### src/sv/rrfa_pkg.sv
// rrfa_pkg: shared constants, codes and controller/datapath handshake types
`default_nettype none

package rrfa_pkg;

	localparam int QUEUE_DEPTH_DEF = 8;
	localparam int OFFSET_BITS_DEF = 40;
	localparam int CHUNK_BYTES     = (8 << 10);
	localparam int OP_W            = 2;
	localparam int ID_W            = 8;
	localparam int AHEAD_W         = 32;
	localparam int STATUS_W        = 3;
	localparam int COUNT_OUT_W     = 4;

	typedef enum logic [OP_W-1:0] {
		OP_ENQUEUE = 2'd0,
		OP_FORGET  = 2'd1,
		OP_PICK    = 2'd2,
		OP_REPORT  = 2'd3
	} op_t;

	typedef enum logic [STATUS_W-1:0] {
		ST_OK      = 3'd0,
		ST_FULL    = 3'd1,
		ST_EMPTY   = 3'd2,
		ST_BUSY    = 3'd3,
		ST_NO_WORK = 3'd4
	} status_t;

	// commands from the controller to the datapath
	typedef struct packed {
		logic load;
		logic scan;
		logic finish;
	} dp_cmd_t;

	// status from the datapath back to the controller
	typedef struct packed {
		logic early;
		logic scan_done;
		logic out_free;
	} dp_sts_t;

endpackage

`default_nettype wire

### src/sv/rrfa_req_if.sv
// rrfa_req_if: request channel carrying one scheduler operation per word
`default_nettype none

interface rrfa_req_if #(
	parameter int OFFSET_BITS = rrfa_pkg::OFFSET_BITS_DEF
);
	logic                         valid;
	logic                         ready;
	logic [rrfa_pkg::OP_W-1:0]    operation;
	logic [rrfa_pkg::ID_W-1:0]    buffer_id;
	logic [OFFSET_BITS-1:0]       offset;
	logic                         fill_done;

	modport source (output valid, operation, buffer_id, offset, fill_done, input ready);
	modport sink   (input valid, operation, buffer_id, offset, fill_done, output ready);
endinterface

`default_nettype wire

### src/sv/rrfa_rsp_if.sv
// rrfa_rsp_if: response channel carrying one result word per request
`default_nettype none

interface rrfa_rsp_if #(
	parameter int OFFSET_BITS = rrfa_pkg::OFFSET_BITS_DEF
);
	logic                             valid;
	logic                             ready;
	logic [rrfa_pkg::STATUS_W-1:0]    status;
	logic [rrfa_pkg::ID_W-1:0]        work_id;
	logic [OFFSET_BITS:0]             fill_target;
	logic                             requeued;
	logic [rrfa_pkg::COUNT_OUT_W-1:0] queue_count;

	modport source (output valid, status, work_id, fill_target, requeued, queue_count,
		input ready);
	modport sink   (input valid, status, work_id, fill_target, requeued, queue_count,
		output ready);
endinterface

`default_nettype wire

### src/sv/rrfa_cfg_if.sv
// rrfa_cfg_if: configuration write channel for the look-ahead register
`default_nettype none

interface rrfa_cfg_if;
	logic                           valid;
	logic                           ready;
	logic [rrfa_pkg::AHEAD_W-1:0]   data;

	modport source (output valid, data, input ready);
	modport sink   (input valid, data, output ready);
endinterface

`default_nettype wire

### src/sv/rrfa_ram.sv
// rrfa_ram: generic single write port, single read port ram with registered read
`default_nettype none

module rrfa_ram #(
	parameter int WIDTH = 8,
	parameter int DEPTH = 8
) (
	input  wire logic                     clk,
	input  wire logic                     we,
	input  wire logic [$clog2(DEPTH)-1:0] waddr,
	input  wire logic [WIDTH-1:0]         wdata,
	input  wire logic                     re,
	input  wire logic [$clog2(DEPTH)-1:0] raddr,
	output      logic [WIDTH-1:0]         rdata
);
	logic [WIDTH-1:0] mem_q [DEPTH];

	always_ff @(posedge clk) begin
		if (we) begin
			mem_q[waddr] <= wdata;
		end
		if (re) begin
			rdata <= mem_q[raddr];
		end
	end
endmodule

`default_nettype wire

### src/sv/rrfa_ctrl.sv
// rrfa_ctrl: sequencing state machine, accept / scan queue / commit result
`default_nettype none

module rrfa_ctrl (
	input  wire logic              clk,
	input  wire logic              arst_n,
	input  wire logic              req_valid,
	output      logic              req_ready,
	input  wire rrfa_pkg::dp_sts_t sts,
	output      rrfa_pkg::dp_cmd_t cmd
);
	typedef enum logic [2:0] {
		S_IDLE   = 3'b001,
		S_SCAN   = 3'b010,
		S_FINISH = 3'b100
	} state_t;

	state_t state_q, state_nxt;

	always_comb begin
		state_nxt = state_q;
		cmd       = '0;
		req_ready = 1'b0;
		unique case (state_q)
			S_IDLE: begin
				req_ready = 1'b1;
				if (req_valid) begin
					cmd.load  = 1'b1;
					state_nxt = S_SCAN;
				end
			end
			S_SCAN: begin
				cmd.scan = 1'b1;
				if (sts.early || sts.scan_done) begin
					state_nxt = S_FINISH;
				end
			end
			S_FINISH: begin
				// wait until the result register can take the word
				if (sts.out_free) begin
					cmd.finish = 1'b1;
					state_nxt  = S_IDLE;
				end
			end
			default: begin
				state_nxt = S_IDLE;
			end
		endcase
	end

	always_ff @(posedge clk or negedge arst_n) begin
		if (!arst_n) begin
			state_q <= S_IDLE;
		end else begin
			state_q <= state_nxt;
		end
	end
endmodule

`default_nettype wire

### src/sv/rrfa_dp.sv
// rrfa_dp: queue memory, scan pointers, work registers and result register
`default_nettype none

module rrfa_dp #(
	parameter int QUEUE_DEPTH = rrfa_pkg::QUEUE_DEPTH_DEF,
	parameter int OFFSET_BITS = rrfa_pkg::OFFSET_BITS_DEF
) (
	input  wire logic              clk,
	input  wire logic              arst_n,
	rrfa_req_if.sink               req,
	rrfa_rsp_if.source             rsp,
	rrfa_cfg_if.sink               cfg,
	input  wire rrfa_pkg::dp_cmd_t cmd,
	output      rrfa_pkg::dp_sts_t sts
);
	localparam int CW = $clog2(QUEUE_DEPTH + 1);
	localparam int IW = $clog2(QUEUE_DEPTH);
	localparam int GW = OFFSET_BITS + 1;
	localparam int SW = (GW > rrfa_pkg::AHEAD_W + 1) ? GW : rrfa_pkg::AHEAD_W + 1;
	localparam int EW = rrfa_pkg::ID_W + GW;

	// latched request
	rrfa_pkg::op_t                op_q;
	logic [rrfa_pkg::ID_W-1:0]    id_q;
	logic [OFFSET_BITS-1:0]       off_q;
	logic                         done_q;

	// queue bookkeeping and scan pointers
	logic [CW-1:0]                cnt_q, cnt_nxt;
	logic [CW-1:0]                rd_q, wr_q;
	logic [IW-1:0]                rk_q;
	logic                         rv_q, found_q;
	logic [rrfa_pkg::ID_W-1:0]    front_id_q;
	logic [GW-1:0]                front_goal_q;

	// current work and configuration
	logic                         work_active_q;
	logic [rrfa_pkg::ID_W-1:0]    work_buf_q;
	logic [GW-1:0]                work_goal_q;
	logic [rrfa_pkg::AHEAD_W-1:0] ahead_q;

	// result register
	logic                         out_valid_q;
	rrfa_pkg::status_t            status_q, status_nxt;
	logic [rrfa_pkg::ID_W-1:0]    wid_q, wid_nxt;
	logic [GW-1:0]                tgt_q, tgt_nxt;
	logic                         rq_q, rq_nxt;
	logic [rrfa_pkg::COUNT_OUT_W-1:0] qcnt_q;
	logic [CW+rrfa_pkg::COUNT_OUT_W-1:0] cnt_ext;

	// memory port
	logic                         we, re;
	logic [IW-1:0]                waddr;
	logic [EW-1:0]                wdata, rdata;

	logic [rrfa_pkg::ID_W-1:0]    rid;
	logic [GW-1:0]                rgoal;
	logic [SW-1:0]                goal_sum;
	logic [GW-1:0]                goal_in;
	rrfa_pkg::status_t            early_st;
	logic                         early, step, wr_inc, found_set, complete;

	rrfa_ram #(
		.WIDTH (EW),
		.DEPTH (QUEUE_DEPTH)
	) u_queue_ram (
		.clk   (clk),
		.we    (we),
		.waddr (waddr),
		.wdata (wdata),
		.re    (re),
		.raddr (rd_q[IW-1:0]),
		.rdata (rdata)
	);

	assign rid      = rdata[EW-1:GW];
	assign rgoal    = rdata[GW-1:0];
	assign goal_sum = SW'(off_q) + SW'(ahead_q);
	assign goal_in  = goal_sum[GW-1:0];
	assign complete = done_q || (GW'(off_q) >= work_goal_q);

	// operations that resolve without touching the queue
	always_comb begin
		early_st = rrfa_pkg::ST_OK;
		unique case (op_q)
			rrfa_pkg::OP_ENQUEUE: early_st = rrfa_pkg::ST_OK;
			rrfa_pkg::OP_FORGET: begin
				if (work_active_q && work_buf_q == id_q) early_st = rrfa_pkg::ST_BUSY;
			end
			rrfa_pkg::OP_PICK: begin
				if (work_active_q) early_st = rrfa_pkg::ST_BUSY;
				else if (cnt_q == '0) early_st = rrfa_pkg::ST_EMPTY;
			end
			rrfa_pkg::OP_REPORT: begin
				if (!work_active_q || cnt_q == '0) early_st = rrfa_pkg::ST_NO_WORK;
			end
			default: early_st = rrfa_pkg::ST_OK;
		endcase
	end

	assign early = (early_st != rrfa_pkg::ST_OK);
	assign step  = cmd.scan && !early;
	assign re    = step && (rd_q != cnt_q);

	always_comb begin
		we         = 1'b0;
		waddr      = '0;
		wdata      = rdata;
		wr_inc     = 1'b0;
		found_set  = 1'b0;
		cnt_nxt    = cnt_q;
		status_nxt = early_st;
		wid_nxt    = '0;
		tgt_nxt    = '0;
		rq_nxt     = 1'b0;

		// scan: one entry arrives per cycle, filtered or updated in place
		if (step && rv_q) begin
			case (op_q)
				rrfa_pkg::OP_ENQUEUE: begin
					if (!found_q && rid == id_q) begin
						we        = 1'b1;
						waddr     = rk_q;
						wdata     = {id_q, goal_in};
						found_set = 1'b1;
					end
				end
				rrfa_pkg::OP_FORGET: begin
					if (rid != id_q) begin
						we     = 1'b1;
						waddr  = wr_q[IW-1:0];
						wr_inc = 1'b1;
					end
				end
				rrfa_pkg::OP_REPORT: begin
					if (rk_q != '0) begin
						we     = 1'b1;
						waddr  = wr_q[IW-1:0];
						wr_inc = 1'b1;
					end
				end
				default: ;
			endcase
		end

		// commit
		if (cmd.finish) begin
			if (early) begin
				if (op_q == rrfa_pkg::OP_PICK && early_st == rrfa_pkg::ST_BUSY) begin
					wid_nxt = work_buf_q;
				end
			end else begin
				case (op_q)
					rrfa_pkg::OP_ENQUEUE: begin
						if (!found_q) begin
							if (cnt_q == CW'(QUEUE_DEPTH)) begin
								status_nxt = rrfa_pkg::ST_FULL;
							end else begin
								we      = 1'b1;
								waddr   = cnt_q[IW-1:0];
								wdata   = {id_q, goal_in};
								cnt_nxt = cnt_q + CW'(1);
							end
						end
					end
					rrfa_pkg::OP_FORGET: begin
						cnt_nxt = wr_q;
					end
					rrfa_pkg::OP_PICK: begin
						wid_nxt = front_id_q;
						tgt_nxt = GW'(off_q) + GW'(rrfa_pkg::CHUNK_BYTES);
					end
					default: begin
						wid_nxt = work_buf_q;
						if (!complete) begin
							we     = 1'b1;
							waddr  = wr_q[IW-1:0];
							wdata  = {front_id_q, front_goal_q};
							rq_nxt = 1'b1;
						end else begin
							cnt_nxt = wr_q;
						end
					end
				endcase
			end
		end
	end

	assign cnt_ext = (CW + rrfa_pkg::COUNT_OUT_W)'(cnt_nxt);

	always_ff @(posedge clk) begin
		if (cmd.load) begin
			op_q   <= rrfa_pkg::op_t'(req.operation);
			id_q   <= req.buffer_id;
			off_q  <= req.offset;
			done_q <= req.fill_done;
		end
		if (step && rv_q && rk_q == '0) begin
			front_id_q   <= rid;
			front_goal_q <= rgoal;
		end
		if (cmd.finish) begin
			status_q <= status_nxt;
			wid_q    <= wid_nxt;
			tgt_q    <= tgt_nxt;
			rq_q     <= rq_nxt;
			qcnt_q   <= cnt_ext[rrfa_pkg::COUNT_OUT_W-1:0];
		end
	end

	always_ff @(posedge clk or negedge arst_n) begin
		if (!arst_n) begin
			cnt_q         <= '0;
			rd_q          <= '0;
			wr_q          <= '0;
			rk_q          <= '0;
			rv_q          <= 1'b0;
			found_q       <= 1'b0;
			work_active_q <= 1'b0;
			work_buf_q    <= '0;
			work_goal_q   <= '0;
			ahead_q       <= '0;
			out_valid_q   <= 1'b0;
		end else begin
			if (cfg.valid) begin
				ahead_q <= cfg.data;
			end
			if (cmd.load) begin
				rd_q    <= '0;
				wr_q    <= '0;
				rv_q    <= 1'b0;
				found_q <= 1'b0;
			end else if (step) begin
				rv_q <= re;
				rk_q <= rd_q[IW-1:0];
				if (re) rd_q <= rd_q + CW'(1);
				if (wr_inc) wr_q <= wr_q + CW'(1);
				if (found_set) found_q <= 1'b1;
			end
			if (cmd.finish) begin
				cnt_q <= cnt_nxt;
				if (!early && op_q == rrfa_pkg::OP_PICK) begin
					work_active_q <= 1'b1;
					work_buf_q    <= front_id_q;
					work_goal_q   <= front_goal_q;
				end
				if (!early && op_q == rrfa_pkg::OP_REPORT) begin
					work_active_q <= 1'b0;
					work_buf_q    <= '0;
				end
			end
			if (cmd.finish) begin
				out_valid_q <= 1'b1;
			end else if (rsp.ready) begin
				out_valid_q <= 1'b0;
			end
		end
	end

	assign sts.early     = early;
	assign sts.scan_done = !rv_q && (rd_q == cnt_q);
	assign sts.out_free  = !out_valid_q || rsp.ready;

	assign cfg.ready       = 1'b1;
	assign rsp.valid       = out_valid_q;
	assign rsp.status      = status_q;
	assign rsp.work_id     = wid_q;
	assign rsp.fill_target = tgt_q;
	assign rsp.requeued    = rq_q;
	assign rsp.queue_count = qcnt_q;
endmodule

`default_nettype wire

### src/sv/round_robin_fill_ahead_scheduler.sv
// round_robin_fill_ahead_scheduler: top level of the fill-ahead work queue
//
// usage
// - req carries one operation word: enqueue (goal = offset + look-ahead),
//   forget, pick next work (target = file size + 8 KiB) or report a chunk
// - rsp returns exactly one word per request: status, work id, fill target,
//   requeued flag and the queue occupancy after the operation
// - cfg writes the 32-bit look-ahead; write it only while no request is open
// - a request is accepted while idle, then the queue memory is walked, which
//   reads one entry per cycle through its single read port, and then the result
//   is committed into the response register; an empty queue or a word answered
//   without a queue walk (busy, empty, no current work) needs no memory reads
// - throughput: one request at a time, the next taken only after the last commits
// - the next request is taken as soon as the response word is registered,
//   even if the receiver has not yet taken it
// - receiver stall: the response register holds; a following request is
//   processed but waits in its commit step until the register frees
// - reset: queue empty, no current work, look-ahead zero, no response pending
`default_nettype none

module round_robin_fill_ahead_scheduler #(
	parameter int QUEUE_DEPTH = rrfa_pkg::QUEUE_DEPTH_DEF,
	parameter int OFFSET_BITS = rrfa_pkg::OFFSET_BITS_DEF
) (
	input wire logic   clk,
	input wire logic   arst_n,
	rrfa_req_if.sink   req,
	rrfa_rsp_if.source rsp,
	rrfa_cfg_if.sink   cfg
);
	rrfa_pkg::dp_cmd_t cmd;
	rrfa_pkg::dp_sts_t sts;
	logic              in_ready;

	// sequencer: idle, walk the queue, commit into the response register
	rrfa_ctrl u_ctrl (
		.clk       (clk),
		.arst_n    (arst_n),
		.req_valid (req.valid),
		.req_ready (in_ready),
		.sts       (sts),
		.cmd       (cmd)
	);

	assign req.ready = in_ready;

	// queue memory, pointers, current work and response register
	rrfa_dp #(
		.QUEUE_DEPTH (QUEUE_DEPTH),
		.OFFSET_BITS (OFFSET_BITS)
	) u_dp (
		.clk    (clk),
		.arst_n (arst_n),
		.req    (req),
		.rsp    (rsp),
		.cfg    (cfg),
		.cmd    (cmd),
		.sts    (sts)
	);

	// a request is worked on alone: no new word right after an accept
	a_one_at_a_time: assert property (@(posedge clk) disable iff (!arst_n)
		req.valid && req.ready |=> !req.ready)
		else $error("request accepted while previous one in flight");

	// rotation is only reported on a successful report
	a_requeue_ok: assert property (@(posedge clk) disable iff (!arst_n)
		rsp.valid && rsp.requeued |-> rsp.status == rrfa_pkg::ST_OK)
		else $error("requeued flag with non-ok status");

	// a fill target only comes with a successful pick
	a_target_ok: assert property (@(posedge clk) disable iff (!arst_n)
		rsp.valid && rsp.fill_target != '0 |-> rsp.status == rrfa_pkg::ST_OK)
		else $error("fill target with non-ok status");
endmodule

`default_nettype wire
### src/flat_wrapper.sv
// flat-port wrapper written by rule: the top's interface ports become plain ports
module round_robin_fill_ahead_scheduler_flat 
#(
	parameter int QUEUE_DEPTH = rrfa_pkg::QUEUE_DEPTH_DEF,
	parameter int OFFSET_BITS = rrfa_pkg::OFFSET_BITS_DEF
)
  (clk, arst_n, req_valid, req_operation, req_buffer_id, req_offset, req_fill_done, req_ready, rsp_valid, rsp_status, rsp_work_id, rsp_fill_target, rsp_requeued, rsp_queue_count, rsp_ready, cfg_valid, cfg_data, cfg_ready);
  rrfa_req_if #(.OFFSET_BITS(OFFSET_BITS)) req_i ();
  rrfa_rsp_if #(.OFFSET_BITS(OFFSET_BITS)) rsp_i ();
  rrfa_cfg_if cfg_i ();
  input wire logic clk;
  input wire logic arst_n;
  input wire logic [$bits(req_i.valid)-1:0] req_valid;
  input wire logic [$bits(req_i.operation)-1:0] req_operation;
  input wire logic [$bits(req_i.buffer_id)-1:0] req_buffer_id;
  input wire logic [$bits(req_i.offset)-1:0] req_offset;
  input wire logic [$bits(req_i.fill_done)-1:0] req_fill_done;
  output wire logic [$bits(req_i.ready)-1:0] req_ready;
  output wire logic [$bits(rsp_i.valid)-1:0] rsp_valid;
  output wire logic [$bits(rsp_i.status)-1:0] rsp_status;
  output wire logic [$bits(rsp_i.work_id)-1:0] rsp_work_id;
  output wire logic [$bits(rsp_i.fill_target)-1:0] rsp_fill_target;
  output wire logic [$bits(rsp_i.requeued)-1:0] rsp_requeued;
  output wire logic [$bits(rsp_i.queue_count)-1:0] rsp_queue_count;
  input wire logic [$bits(rsp_i.ready)-1:0] rsp_ready;
  input wire logic [$bits(cfg_i.valid)-1:0] cfg_valid;
  input wire logic [$bits(cfg_i.data)-1:0] cfg_data;
  output wire logic [$bits(cfg_i.ready)-1:0] cfg_ready;
  assign req_i.valid = req_valid;
  assign req_i.operation = req_operation;
  assign req_i.buffer_id = req_buffer_id;
  assign req_i.offset = req_offset;
  assign req_i.fill_done = req_fill_done;
  assign req_ready = req_i.ready;
  assign rsp_valid = rsp_i.valid;
  assign rsp_status = rsp_i.status;
  assign rsp_work_id = rsp_i.work_id;
  assign rsp_fill_target = rsp_i.fill_target;
  assign rsp_requeued = rsp_i.requeued;
  assign rsp_queue_count = rsp_i.queue_count;
  assign rsp_i.ready = rsp_ready;
  assign cfg_i.valid = cfg_valid;
  assign cfg_i.data = cfg_data;
  assign cfg_ready = cfg_i.ready;
  round_robin_fill_ahead_scheduler #(.QUEUE_DEPTH(QUEUE_DEPTH), .OFFSET_BITS(OFFSET_BITS)) u_core (.clk(clk), .arst_n(arst_n), .req(req_i), .rsp(rsp_i), .cfg(cfg_i));
endmodule
### config.mk
export PLATFORM = sky130hd
export DESIGN_NAME = round_robin_fill_ahead_scheduler_flat
export DESIGN_NICKNAME = d
export VERILOG_FILES = /design/src/sv/rrfa_pkg.sv /design/src/sv/rrfa_req_if.sv /design/src/sv/rrfa_rsp_if.sv /design/src/sv/rrfa_cfg_if.sv /design/src/sv/rrfa_ram.sv /design/src/sv/rrfa_ctrl.sv /design/src/sv/rrfa_dp.sv /design/src/sv/round_robin_fill_ahead_scheduler.sv /design/src/flat_wrapper.sv
export SDC_FILE = /design/constraint.sdc
export NUM_CORES = 1
export LEC_CHECK = 0
export BUFFER_PORTS_ARGS = -buffer_cell sky130_fd_sc_hd__buf_4
export CAP_MARGIN = 20
export CORE_MARGIN = 2
export CORE_UTILIZATION = 35
export DETAILED_ROUTE_END_ITERATION = 8
export PLACE_DENSITY = 0.54
export SLEW_MARGIN = 20
export SYNTH_ARGS = -nofsm -noshare
export SYNTH_HDL_FRONTEND = slang
export SYNTH_SLANG_ARGS = --single-unit
### constraint.sdc
create_clock -name clk -period 9 [get_ports clk]
set_clock_uncertainty 0.1 [all_clocks]
set_input_delay 2.7 -clock clk [delete_from_list [all_inputs] [get_ports clk]]
set_output_delay 2.7 -clock clk [all_outputs]
set_load 0.005 [all_outputs]
==> out/qor.csv <==
stage,metric,value,unit
global_routing,met3_usage,3.84,%
route,drcViolationCount,0,
die,die_area,0.0911,mm2
yosys,async_flop_share,14.7,%
die,coreArea,0.0881,mm2
power_and_ir_drop,power.share.sequential,43.5,%
route,ant_nets,0,
placement,dp_hpwl,52000,um
global_routing,grt.busiest_layer,met2,
global_routing,met2_usage,28.3,%
worst_setup_path,slowest_stage,buf_4,
clock_network,post_cts_buffers,0,
layout,layout_commonest_cell,edfxtp_1,
layout,fillers,8026,
yosys,synth.distinct_cells,90,
power_and_ir_drop,combPwrFrac,24.1,%
timing,slew_viol_final,0,
timing,fin_tns_setup,0,ns
route,drt_iter0_markers,1484,
worst_setup_path,crit_path_cell_trace,buf_4 > nor2b_1 > nor3_4 > buf_4 > nor2b_2 > buf_4 > and2_4 > a221o_1 > nand2_1 > nor2_4 > buf_4,
worst_setup_path,crit_path_max_incr_delay,0.67,ns
route,dr.pass1.iters,7,
global_routing,grt_use_total,17.6,%
power_and_ir_drop,total_power,9.41,mW
clock_network,cts_buffers,76,
timing,max_freq,171,MHz
timing,min_period_over_period,64.9,%
global_routing,met1_usage,23.5,%
clock_network,path_clk_slew,0.06,ns
global_routing,first_global_vias,18800,
worst_setup_path,crit_type,primary input to flip-flop,
timing,tightest_slew,1.06,ns
worst_setup_path,worstPathArrival,5.97,ns
yosys,syn_avg_cell_area,15.7,um2
clock_network,cts_num_sinks,701,
route,routed_wl,80600,um
yosys,ys.warnings.count,0,
power_and_ir_drop,p_sw_share,30.0,%
clock_network,cts_resized,0,
hold_path,hp-class,flip-flop to flip-flop,
die,die_x,302,um
layout,drive_gt1_share,25.7,%
placement,portBuffers,146,
layout,nNetsFinal,2320,
route,vias,18100,
route,routed_via_density,5.36,
power_and_ir_drop,switching_power,2.83,mW
clock_network,cts_root_buf,clkbuf_16,
global_routing,grt_pass1_wl,119000,um
worst_setup_path,cp_top_family,simple AND/OR/NAND/NOR gates,
power_and_ir_drop,powerDensity,261,mW/mm2
global_routing,overflow,0,
yosys,ys_seq_area_share,66.2,%
die,start_util,35.2,%
power_and_ir_drop,p_int,6.58,mW
worst_setup_path,required,9.14,ns
die,die_h,302,um
yosys,ys.flop_type,edfxtp_1,
placement,gp_congestion,0.840,
timing,final-setup-viol-count,0,
outcome,status,"complete, no violations",
worst_setup_path,startpoint_type,primary input,
power_and_ir_drop,leakage,12.4,nW
die,pin_count,148,
flow_run,max_cap_violations,0,
clock_network,cts_tree,built,
worst_setup_path,cp-end-kind,flip-flop,
worst_setup_path,path_max_fanout,40,
yosys,syn_area,0.0310,mm2
timing,hold_violations,0,
timing,rsz0062_at_grt,false,
global_routing,grt_max_degree,62,
clock_network,cts.htree.levels,3,
global_routing,grt_antenna_before_repair,4,
yosys,synth-edff-count,598,
route,detail_route.wl_per_cell,23.9,um
layout,area_growth,16.1,%
timing,post-route-min-period,5.84,ns
clock_network,hold_buffers,0,
power_and_ir_drop,clkPwrFrac,32.4,%
clock_network,clk_latency,0.62,ns
layout,antenna_cells,0,
die,rows,109,
clock_network,ctsLongestPathBuffers,3,
timing,slew_headroom,28.9,%
power_and_ir_drop,ir_drop,0.160,mV
yosys,ys_seq_elements,701,
layout,mostFrequentLayoutCells,"edfxtp_1, buf_4, mux2_2",
yosys,synth_nets,2152,
yosys,synth_cells,1982,
worst_setup_path,cpMostUsedCell,buf_4,
worst_setup_path,path_buf_inv,4,
## worst register-to-register path, stage by stage (launching register included)
cell	delay, ns
edfxtp_1	0.46
ha_1	0.38
a2111o_1	0.37
o21ai_0	0.58
a211oi_1	0.26
a211oi_4	0.83
and2_4	0.55
a221o_1	0.24
nand2_1	0.15
nor2_4	0.30
buf_4	0.68
## layout make-up
cell class	count	area, um2	share of cell area (%)
clock inverters	50	394	1.09
multi-input cells	1125	9950	27.6
clock buffers	88	2040	5.66
repair buffers	179	1400	3.87
flip-flops and latches	701	20500	57.0
inverters	67	253	0.701
well taps	1165	1460	4.04
## per-layer routing
| metal | vias up | share of wire [%] |
|---|---|---|
| met5 | - | 0 |
| met4 | 0 | 2.8 |
| met3 | 124 | 6.5 |
| met2 | 557 | 47 |
| met1 | 9310 | 43 |
| li1 | 8087 | - |
## path summary, 6_finish.rpt
check	start	endpoint	slack, ns	depth (start not counted)
worst min register to register	u_core.u_dp.u_queue_ram.rdata[8]$_DFFE_PP_	u_core.u_dp.front_goal_q[8]$_DFFE_PP_	0.35	0
worst max-delay path	rsp_ready	u_core.u_dp.u_queue_ram.mem_q[7][30]$_DFFE_PP_	3.16	11
max in group asynchronous	arst_n	u_core.u_dp.rd_q[0]$_DFFE_PN0P_	5.32	2
min in group asynchronous	arst_n	u_core.u_dp.ahead_q[9]$_DFFE_PN0P_	2.04	1
worst min-delay path	u_core.u_dp.u_queue_ram.rdata[8]$_DFFE_PP_	u_core.u_dp.front_goal_q[8]$_DFFE_PP_	0.35	0
worst max register to register	u_core.u_dp.off_q[6]$_DFFE_PP_	u_core.u_dp.u_queue_ram.mem_q[7][30]$_DFFE_PP_	3.69	10
## flip-flops by register name, indices dropped and copies added (netlist names), 32 cells and up
register and cells:
u_core.u_dp.u_queue_ram.rdata 49, u_core.u_dp.u_queue_ram.mem_q 392, u_core.u_dp.work_goal_q 41, u_core.u_dp.rsp.fill_target 41, u_core.u_dp.front_goal_q 41, u_core.u_dp.off_q 40
u_core.u_dp.ahead_q 32
## cell usage after synthesis, types with 10 or more instances
library cell,number,area (um2)
ha_1,81,1010
mux4_2,98,2210
mux2i_1,27,270
nand2b_1,11,68.8
a22o_1,18,158
a21o_1,19,143
a22oi_1,33,248
inv_1,67,251
xnor2_1,39,342
nor3_1,16,80.1
buf_1,18,67.6
and2_1,17,106
buf_2,19,95.1
nand2_1,99,372
nand3_1,23,115
dfrtp_1,102,2550
nand4_1,29,181
o22ai_1,18,113
a221o_1,10,100
o21a_1,12,90.1
nor2_1,107,402
or3_1,14,87.6
o21ai_0,56,280
a21oi_1,85,425
clkbuf_1,43,161
a211oi_1,13,97.6
edfxtp_1,598,18000
xor2_1,38,333
mux2_2,133,1500
## through the flow
step	utilization [%]	hold WS (ns)	cells	setup slack [ns]	area (um2)
2_1_floorplan	-	0.318	1982	0.118	31000
3_3_place_gp	38.1	0.325	3236	2.61	33600
3_5_place_dp	38.1	0.334	3236	2.53	33600
4_1_cts	40.9	0.346	3374	3.20	36000
5_1_grt	40.9	0.354	3375	2.91	36000
6_report	40.9	0.347	3375	3.16	36000
## cells by family (layout without fill, tap and decap cells)
group / count (synthesis) / count (layout) / share of synthesized area, %
DFF: 701 / 701 / 66.2
and+or+nand+nor: 365 / 365 / 5.79
muxes: 259 / 259 / 12.8
other: 1 / 1 / 0.0121
xor gates and xnor gates: 77 / 77 / 2.17
AOI/OAI and AO/OA: 341 / 341 / 7.57
adders and majority gates: 82 / 82 / 3.33
buffers and inverters: 156 / 384 / 2.10
## power by group through the flow
stage | logic, mW | clock network, mW | registers (mW)
6_report | 2.27 | 3.05 | 4.09
5_1_grt | 2.49 | 3.25 | 4.12
4_1_cts | 2.26 | 3.13 | 4.09
3_5_place_dp | 2.25 | 0 | 4.15
3_3_place_gp | 2.21 | 0 | 4.15
2_1_floorplan | 1.60 | 0 | 4.05
No activity file was read; power rests on OpenSTA's default activity.
